File: src/design/spd_pkg.sv
// Package for the sensor packet deframer.
// Holds buffer sizing, header layout, status codes and configuration indexes.
// Used by design/sensor_packet_deframer.sv.
package spd_pkg;

    // Receive buffer size in bytes; it bounds the byte position.
    localparam int BUFFER_BYTES = 64;
    // Start code, address, type and length take nine bytes ahead of the payload.
    localparam int HEADER_BYTES = 9;
    localparam int POS_W        = $clog2(BUFFER_BYTES);
    localparam int POS_LIMIT    = BUFFER_BYTES - HEADER_BYTES;

    // Result status codes.
    localparam logic [2:0] ST_PAYLOAD  = 3'd0;
    localparam logic [2:0] ST_COMPLETE = 3'd1;
    localparam logic [2:0] ST_TIMEOUT  = 3'd2;
    localparam logic [2:0] ST_BAD      = 3'd3;
    localparam logic [2:0] ST_AWAITED  = 3'd4;

    // Item kinds.
    localparam logic FUNC_BYTE = 1'b0;
    localparam logic FUNC_TICK = 1'b1;

    // Configuration register indexes.
    localparam int CFG_IDX_W  = 2;
    localparam int CFG_DATA_W = 24;
    localparam logic [CFG_IDX_W-1:0] CFG_START_CODE  = 2'd0;
    localparam logic [CFG_IDX_W-1:0] CFG_IDLE_LIMIT  = 2'd1;
    localparam logic [CFG_IDX_W-1:0] CFG_AWAIT_TICKS = 2'd2;

    // Register reset values.
    localparam logic [15:0] START_CODE_RST  = 16'hEF01;
    localparam logic [15:0] IDLE_LIMIT_RST  = 16'd1000;
    localparam logic [23:0] AWAIT_TICKS_RST = 24'd0;

endpackage

File: src/design/sensor_packet_deframer.sv
// Sensor packet deframer: hunts a start code, collects the header, streams payload.
// Depends on spd_pkg for sizing, status codes and configuration indexes.
// Each item is a received byte or a millisecond tick; at most one result per item.

// The block takes one item in every clock cycle and places its result, if any,
// in an output register. All header and payload decoding is done by a single
// level of logic between the packet state registers and that register, so the
// rate is set only by the output side: an item is refused only while a result
// waits in the output register and the consumer stalls. Configuration writes
// take effect at the next edge; there is no clearing pass after reset.
module sensor_packet_deframer (
    input  logic                          i_clk,
    input  logic                          i_rst_n,
    // Configuration write port.
    input  logic                          i_cfg_we,
    input  logic [spd_pkg::CFG_IDX_W-1:0] i_cfg_index,
    input  logic [spd_pkg::CFG_DATA_W-1:0] i_cfg_data,
    // Input item channel.
    input  logic                          i_valid,
    output logic                          o_stall,
    input  logic                          i_func,
    input  logic [7:0]                    i_rx_byte,
    // Result item channel.
    output logic                          o_valid,
    input  logic                          i_stall,
    output logic [2:0]                    o_status,
    output logic [7:0]                    o_payload_byte,
    output logic [5:0]                    o_payload_index,
    output logic [7:0]                    o_pkt_type,
    output logic [15:0]                   o_pkt_length,
    output logic [31:0]                   o_dev_address
);
    import spd_pkg::*;

    // Configuration registers.
    logic [15:0] r_start_code;
    logic [15:0] r_idle_limit;
    logic [23:0] r_await_ticks;

    // Packet state.
    logic [POS_W-1:0] r_pos,     n_pos;
    logic [7:0]       r_type,    n_type;
    logic [15:0]      r_len,     n_len;
    logic [31:0]      r_addr,    n_addr;
    logic [15:0]      r_idle,    n_idle;
    logic [23:0]      r_elapsed, n_elapsed;

    // Output register.
    logic        r_out_valid;
    logic [2:0]  r_status;
    logic [7:0]  r_byte;
    logic [5:0]  r_index;
    logic [7:0]  r_out_type;
    logic [15:0] r_out_len;
    logic [31:0] r_out_addr;

    // Result of the current item.
    logic        res_valid;
    logic [2:0]  res_status;
    logic [7:0]  res_byte;
    logic [5:0]  res_index;
    logic        restart;

    logic             in_acc;
    logic             out_acc;
    logic             resync;
    logic [POS_W:0]   pos_inc;
    logic             overflow;
    logic [15:0]      data_count;
    logic             complete;
    logic [POS_W-1:0] data_pos;

    // An item can enter unless a result is held by a stalled consumer.
    assign o_stall = r_out_valid & i_stall;
    assign in_acc  = i_valid & ~o_stall;
    assign out_acc = r_out_valid & ~i_stall;

    assign resync     = (r_await_ticks != 24'd0);
    assign pos_inc    = {1'b0, r_pos} + {{POS_W{1'b0}}, 1'b1};
    assign overflow   = (pos_inc >= (POS_W+1)'(POS_LIMIT));
    assign data_count = 16'(r_pos) - 16'(HEADER_BYTES - 1);
    assign complete   = (data_count == r_len);
    assign data_pos   = r_pos - POS_W'(HEADER_BYTES);

    // Decode one item against the packet state.
    always_comb begin
        n_pos      = r_pos;
        n_type     = r_type;
        n_len      = r_len;
        n_addr     = r_addr;
        n_idle     = r_idle;
        n_elapsed  = r_elapsed;
        res_valid  = 1'b0;
        res_status = ST_PAYLOAD;
        res_byte   = 8'd0;
        res_index  = 6'd0;
        restart    = 1'b0;

        if (i_func == FUNC_TICK) begin
            // Ticks count idle time; bytes do not clear the idle count unless they end a packet.
            if (r_idle != 16'hFFFF) begin
                n_idle = r_idle + 16'd1;
            end
            if (resync) begin
                if (r_elapsed >= r_await_ticks) begin
                    res_valid  = 1'b1;
                    res_status = ST_AWAITED;
                    restart    = 1'b1;
                end else begin
                    n_elapsed = r_elapsed + 24'd1;
                end
            end else if (n_idle >= r_idle_limit) begin
                res_valid  = 1'b1;
                res_status = ST_TIMEOUT;
                restart    = 1'b1;
            end
        end else begin
            priority if (r_pos == POS_W'(0)) begin
                // Hunt for the high byte of the start code.
                if (i_rx_byte == r_start_code[15:8]) begin
                    n_pos = pos_inc[POS_W-1:0];
                end
            end else if (r_pos == POS_W'(1)) begin
                if (i_rx_byte != r_start_code[7:0]) begin
                    // Bad start code: silent restart in resync mode.
                    if (resync) begin
                        n_pos = '0;
                    end else begin
                        res_valid  = 1'b1;
                        res_status = ST_BAD;
                        restart    = 1'b1;
                    end
                end else begin
                    n_pos = pos_inc[POS_W-1:0];
                end
            end else if (r_pos <= POS_W'(5)) begin
                n_addr = {r_addr[23:0], i_rx_byte};
                n_pos  = pos_inc[POS_W-1:0];
            end else if (r_pos == POS_W'(6)) begin
                n_type = i_rx_byte;
                n_pos  = pos_inc[POS_W-1:0];
            end else if (r_pos == POS_W'(7)) begin
                n_len = {i_rx_byte, 8'd0};
                n_pos = pos_inc[POS_W-1:0];
            end else if (r_pos == POS_W'(8)) begin
                n_len = {r_len[15:8], i_rx_byte};
                n_pos = pos_inc[POS_W-1:0];
            end else begin
                // Payload byte; the last counted byte completes the packet.
                res_valid = 1'b1;
                res_byte  = i_rx_byte;
                res_index = 6'(data_pos);
                if (complete) begin
                    res_status = ST_COMPLETE;
                    restart    = 1'b1;
                end else begin
                    res_status = ST_PAYLOAD;
                    n_pos      = pos_inc[POS_W-1:0];
                end
            end

            // Buffer overflow overrides any payload result after the advance.
            if (!restart && (n_pos != r_pos) && overflow) begin
                res_valid  = 1'b1;
                res_status = ST_BAD;
                res_byte   = 8'd0;
                res_index  = 6'd0;
                restart    = 1'b1;
            end
        end
    end

    // Configuration registers.
    always_ff @(posedge i_clk) begin
        if (!i_rst_n) begin
            r_start_code  <= START_CODE_RST;
            r_idle_limit  <= IDLE_LIMIT_RST;
            r_await_ticks <= AWAIT_TICKS_RST;
        end else if (i_cfg_we) begin
            if (i_cfg_index == CFG_START_CODE) begin
                r_start_code <= i_cfg_data[15:0];
            end
            if (i_cfg_index == CFG_IDLE_LIMIT) begin
                r_idle_limit <= i_cfg_data[15:0];
            end
            if (i_cfg_index == CFG_AWAIT_TICKS) begin
                r_await_ticks <= i_cfg_data[23:0];
            end
        end
    end

    // Packet state update; any packet end returns everything to zero.
    always_ff @(posedge i_clk) begin
        if (!i_rst_n) begin
            r_pos     <= '0;
            r_type    <= '0;
            r_len     <= '0;
            r_addr    <= '0;
            r_idle    <= '0;
            r_elapsed <= '0;
        end else if (in_acc) begin
            if (restart) begin
                r_pos     <= '0;
                r_type    <= '0;
                r_len     <= '0;
                r_addr    <= '0;
                r_idle    <= '0;
                r_elapsed <= '0;
            end else begin
                r_pos     <= n_pos;
                r_type    <= n_type;
                r_len     <= n_len;
                r_addr    <= n_addr;
                r_idle    <= n_idle;
                r_elapsed <= n_elapsed;
            end
        end
    end

    // Output register valid flag.
    always_ff @(posedge i_clk) begin
        if (!i_rst_n) begin
            r_out_valid <= 1'b0;
        end else if (in_acc && res_valid) begin
            r_out_valid <= 1'b1;
        end else if (out_acc) begin
            r_out_valid <= 1'b0;
        end
    end

    // Output payload; reports the header fields as updated by this item.
    always_ff @(posedge i_clk) begin
        if (in_acc && res_valid) begin
            r_status   <= res_status;
            r_byte     <= res_byte;
            r_index    <= res_index;
            r_out_type <= n_type;
            r_out_len  <= n_len;
            r_out_addr <= n_addr;
        end
    end

    assign o_valid         = r_out_valid;
    assign o_status        = r_status;
    assign o_payload_byte  = r_byte;
    assign o_payload_index = r_index;
    assign o_pkt_type      = r_out_type;
    assign o_pkt_length    = r_out_len;
    assign o_dev_address   = r_out_addr;

`ifndef SYNTHESIS
    // The byte position never reaches the overflow point.
    a_pos_bound: assert property (@(posedge i_clk) disable iff (!i_rst_n)
        (32'(r_pos) < POS_LIMIT))
        else $error("byte position beyond buffer limit");

    // A packet-ending result leaves the deframer hunting with cleared state.
    a_restart_clears: assert property (@(posedge i_clk) disable iff (!i_rst_n)
        (in_acc && res_valid && (res_status != ST_PAYLOAD))
        |=> (r_pos == '0 && r_idle == 16'd0 && r_elapsed == 24'd0 && r_addr == 32'd0))
        else $error("packet end did not restart state");

    // Status results without payload carry a zero byte and index.
    a_status_fields: assert property (@(posedge i_clk) disable iff (!i_rst_n)
        (r_out_valid && (r_status == ST_TIMEOUT || r_status == ST_BAD
                         || r_status == ST_AWAITED))
        |-> (r_byte == 8'd0 && r_index == 6'd0))
        else $error("status result carries payload");

    // A new result is only produced when the output register can take it.
    a_no_overwrite: assert property (@(posedge i_clk) disable iff (!i_rst_n)
        (r_out_valid && i_stall) |=> (r_out_valid && $stable(r_status)))
        else $error("held result was overwritten");
`endif

endmodule

File: config.mk
export PLATFORM = sky130hd
export DESIGN_NAME = sensor_packet_deframer
export DESIGN_NICKNAME = d
export VERILOG_FILES = /design/src/design/spd_pkg.sv /design/src/design/sensor_packet_deframer.sv
export SDC_FILE = /design/constraint.sdc
export NUM_CORES = 1
export LEC_CHECK = 0
export ABC_CLOCK_PERIOD_IN_PS = 20700
export BUFFER_PORTS_ARGS = -buffer_cell sky130_fd_sc_hd__buf_2
export CORE_UTILIZATION = 60
export DETAILED_ROUTE_END_ITERATION = 7
export HOLD_SLACK_MARGIN = 0.12
export PLACE_DENSITY = 0.81
export SETUP_SLACK_MARGIN = 0.5
export SYNTH_ARGS = -nofsm -noshare
export SYNTH_HDL_FRONTEND = slang
export SYNTH_SLANG_ARGS = --single-unit
File: constraint.sdc
create_clock -name i_clk -period 20.7 [get_ports i_clk]
set_input_delay 3.105 -clock i_clk [delete_from_list [all_inputs] [get_ports i_clk]]
set_output_delay 3.105 -clock i_clk [all_outputs]
set_load 0.05 [all_outputs]
==> flow_summary.yaml <==
status:
  status: "finished clean"
drt:
  drt_iter0_markers: 819
  wire_per_inst_um: 17.2
  via_per_inst: 6.05
  drtPass1Iterations: 5
  route.detailed.drc: 0
  antenna_left: 0
  vias: 9541
  wirelength_um: 27100
synthesis:
  synth_edf_count: 73
  synth-simple-area-share: 0.199
  synth_seq_area_share: 0.472
  synthCells: 1257
  synthFlopType: "dfxtp_1"
  netlist.area_leader.share: 0.279
  yosys_warnings: 0
  syn_area_um2: 11400
  yosys-mux-area-fraction: 0.0503
  synth_xor_xnor_area_share: 0.0454
  syn-num-nets: 1347
  synth_top_family_by_area: "simple AND/OR/NAND/NOR gates"
  synthTopCellsByArea: "dfxtp_1 28%, edfxtp_1 19%, nand2_1 7.1%"
  synthArstFlopShare: 0
  synth_area_leader_cell: "dfxtp_1"
  yosys_register_bits: 232
  synthAdderAreaFrac: 0.0549
  ys_types: 61
  avgSynthCellArea_um2: 9.06
  synth_compound_area_frac: 0.133
cts:
  root_buffer: "clkbuf_16"
  clkSlewWorstSetupHoldPaths_ns: 0.06
  clk_path_buf_depth: 3
  cts.hold.buffers_added: 0
  cts_tree: "yes"
  post_cts_buffers: 0
  insertion_delay_ns: 0.51
  cts.sinks: 232
  post_cts_resized: 0
  cts_htree_levels: 1
  cts_buffers: 23
worst_hold_path:
  hp-class: "flip-flop to flip-flop"
  worstHoldStart: "r_type[2]"
worst_setup_path:
  crit_required_ns: 17.59
  cp_top_family: "buffers and inverters"
  rr_startpoint: "r_idle[4]"
  critPathMaxFanout: 3
  setup.worst_path.class: "input pin to output pin"
  startpoint_type: "input pin"
  cp_slowest_stage_delay_ns: 0.26
  startpoint: "i_stall"
  cpMostUsedCell: "buf_2"
  path_cells: "buf_2 > nand2_1 > inv_1 > buf_2"
  crit_slowest_cell: "buf_2"
  critPathBufInv: 3
  cp-end-kind: "output pin"
  worstPathArrival_ns: 3.60
pwr:
  p_sw_frac: 0.254
  p_seq_frac: 0.465
  finalPower_mw: 1.05
  pwr-share-comb: 0.106
  clkPwrFrac: 0.429
  leakagePower_nw: 4.79
  p_int_mw: 0.784
  power_density_nw_per_um2: 81.7
  switchingPower_mw: 0.267
  peakVddDrop_uv: 66.4
sta:
  period_share: 0.324
  rsz0062_at_grt: "no"
  skew_ns: 0.00826
  setup_violations: 0
  fmax_ghz: 0.149
  hold_viol: 0
  drv_slew: 0
  fin_crit_ns: 6.71
  setup-tns-final_ns: 0
  max-slew-margin-rel: 0.205
  max_slew.worst_pin.slew_ns: 1.18
global_routing:
  antenna_found_initial: 0
  grt_pass1_vias: 9033
  grt_pass1_wl_um: 44300
  grt_max_degree: 102
  grt_util_all_layers: 0.277
  grt_overflow: 0
placement:
  io_buffers: 114
  dp_hpwl_um: 18000
  dpl-instance-area_um2: 12000
  gp_congestion: 0.917
floorplan:
  core_um2: 18600
  initial_utilization: 0.611
  ios: 115
  die_x_um: 140
  die_area_um2: 19500
  dieHeight_um: 140
  rows: 50
cells_and_area:
  area_growth_pct: 12.8
  multi_input_area_um2: 5520
  layout_common_cells: "213 x nand2_1, 159 x dfxtp_1, 149 x a21oi_1"
  num_antenna_cells: 0
  n_fill_cell: 1444
  nNetsFinal: 1417
  drive_above_1_share: 0.172
  register_area_um2: 5380
  final_common_cell: "nand2_1"
  fin_area_um2: 12900
  fin_util: 0.690
job:
  maxCapViolations: 0
[worst reg2reg max path, stage by stage (launching register included)]
cell and delay (ns):
dfxtp_1 0.45, and4_1 0.30, nand3_1 0.17, or3_1 0.43, or2_2 0.38, nand4_1 0.19
xnor2_1 0.09, ha_1 0.29, a21o_1 0.11, a21o_1 0.10, a21oi_1 0.05, o21ai_0 0.48
nor3_2 0.07, buf_4 0.24, or2_2 0.52, a211oi_4 0.23, buf_4 0.72
[stage by stage]
stage,instances,hold WS (ns),worst slack (ns)
floorplan,1257,0.428,10.41
global placement,1536,0.435,14.01
detailed placement,1536,0.442,13.99
CTS,1578,0.452,13.99
global route,1578,0.471,13.95
finish,1578,0.453,13.99
[area by class of cell]
type | instances | area share
Timing Repair Buffer | 124 | 0.0502
Sequential cell | 232 | 0.418
Multi-Input combinational cell | 893 | 0.429
Clock inverter | 12 | 0.0146
Clock buffer | 30 | 0.0492
Inverter | 53 | 0.0156
Tap cell | 234 | 0.0228
[cells by family after synthesis]
| family | count (synthesis) |
|---|---|
| XOR/XNOR | 59 |
| buffers and inverters | 132 |
| adder cells (fa/ha/maj) | 50 |
| AND/OR/NAND/NOR | 483 |
| multiplexers | 51 |
| AO/OA/AOI/OAI | 250 |
| flip-flops | 232 |
[final timing paths]
check / to / slack [ns] / depth (start not counted)
worst min register to register: r_type[2] / 0.45 / 2
worst min-delay path: r_type[2] / 0.45 / 2
worst max-delay path: o_stall / 13.99 / 4
worst max register to register: o_dev_address[6] / 15.38 / 16
[power by group through the flow]
stage / Sequential, mW / Combinational, mW / Clock (mW)
after floorplan: 0.529 / 0.0509 / 0
after global placement: 0.498 / 0.108 / 0
after detailed placement: 0.498 / 0.110 / 0
after CTS: 0.488 / 0.110 / 0.456
after global routing: 0.489 / 0.119 / 0.476
final: 0.488 / 0.111 / 0.451
[sequential cells by signal, summed over array words and instances, names as in the netlist, 24 cells and up]
register / cells
o_dev_address: 32
r_addr: 32
r_await_ticks: 24
r_elapsed: 24
[synth_stat cells, types with 6 or more instances]
library cell / count
edfxtp_1: 73
inv_1: 53
o21a_1: 6
dfxtp_1: 159
or3_1: 13
and2_1: 10
nand2b_1: 7
xnor2_1: 38
buf_2: 6
nor2_1: 49
a22o_1: 6
nand2_1: 214
and3_1: 6
buf_1: 11
mux2_2: 50
nor4_1: 27
a21oi_1: 149
o211ai_1: 7
a211oi_1: 20
xor2_1: 21
nor3_1: 20
nand4_1: 23
ha_1: 50
o21ai_0: 22
nand3_1: 89
clkbuf_1: 59
[metal layers]
| metal | global-route usage | up-vias | share of wire |
|---|---|---|---|
| met5 | 0 | - | 0 |
| met1 | 0.367 | 4579 | 0.44 |
| met2 | 0.471 | 328 | 0.48 |
| li1 | - | 4588 | - |
| met3 | 0.0379 | 46 | 0.063 |
| met4 | 0.0850 | 0 | 0.022 |
(Power assumes the default switching activity.)
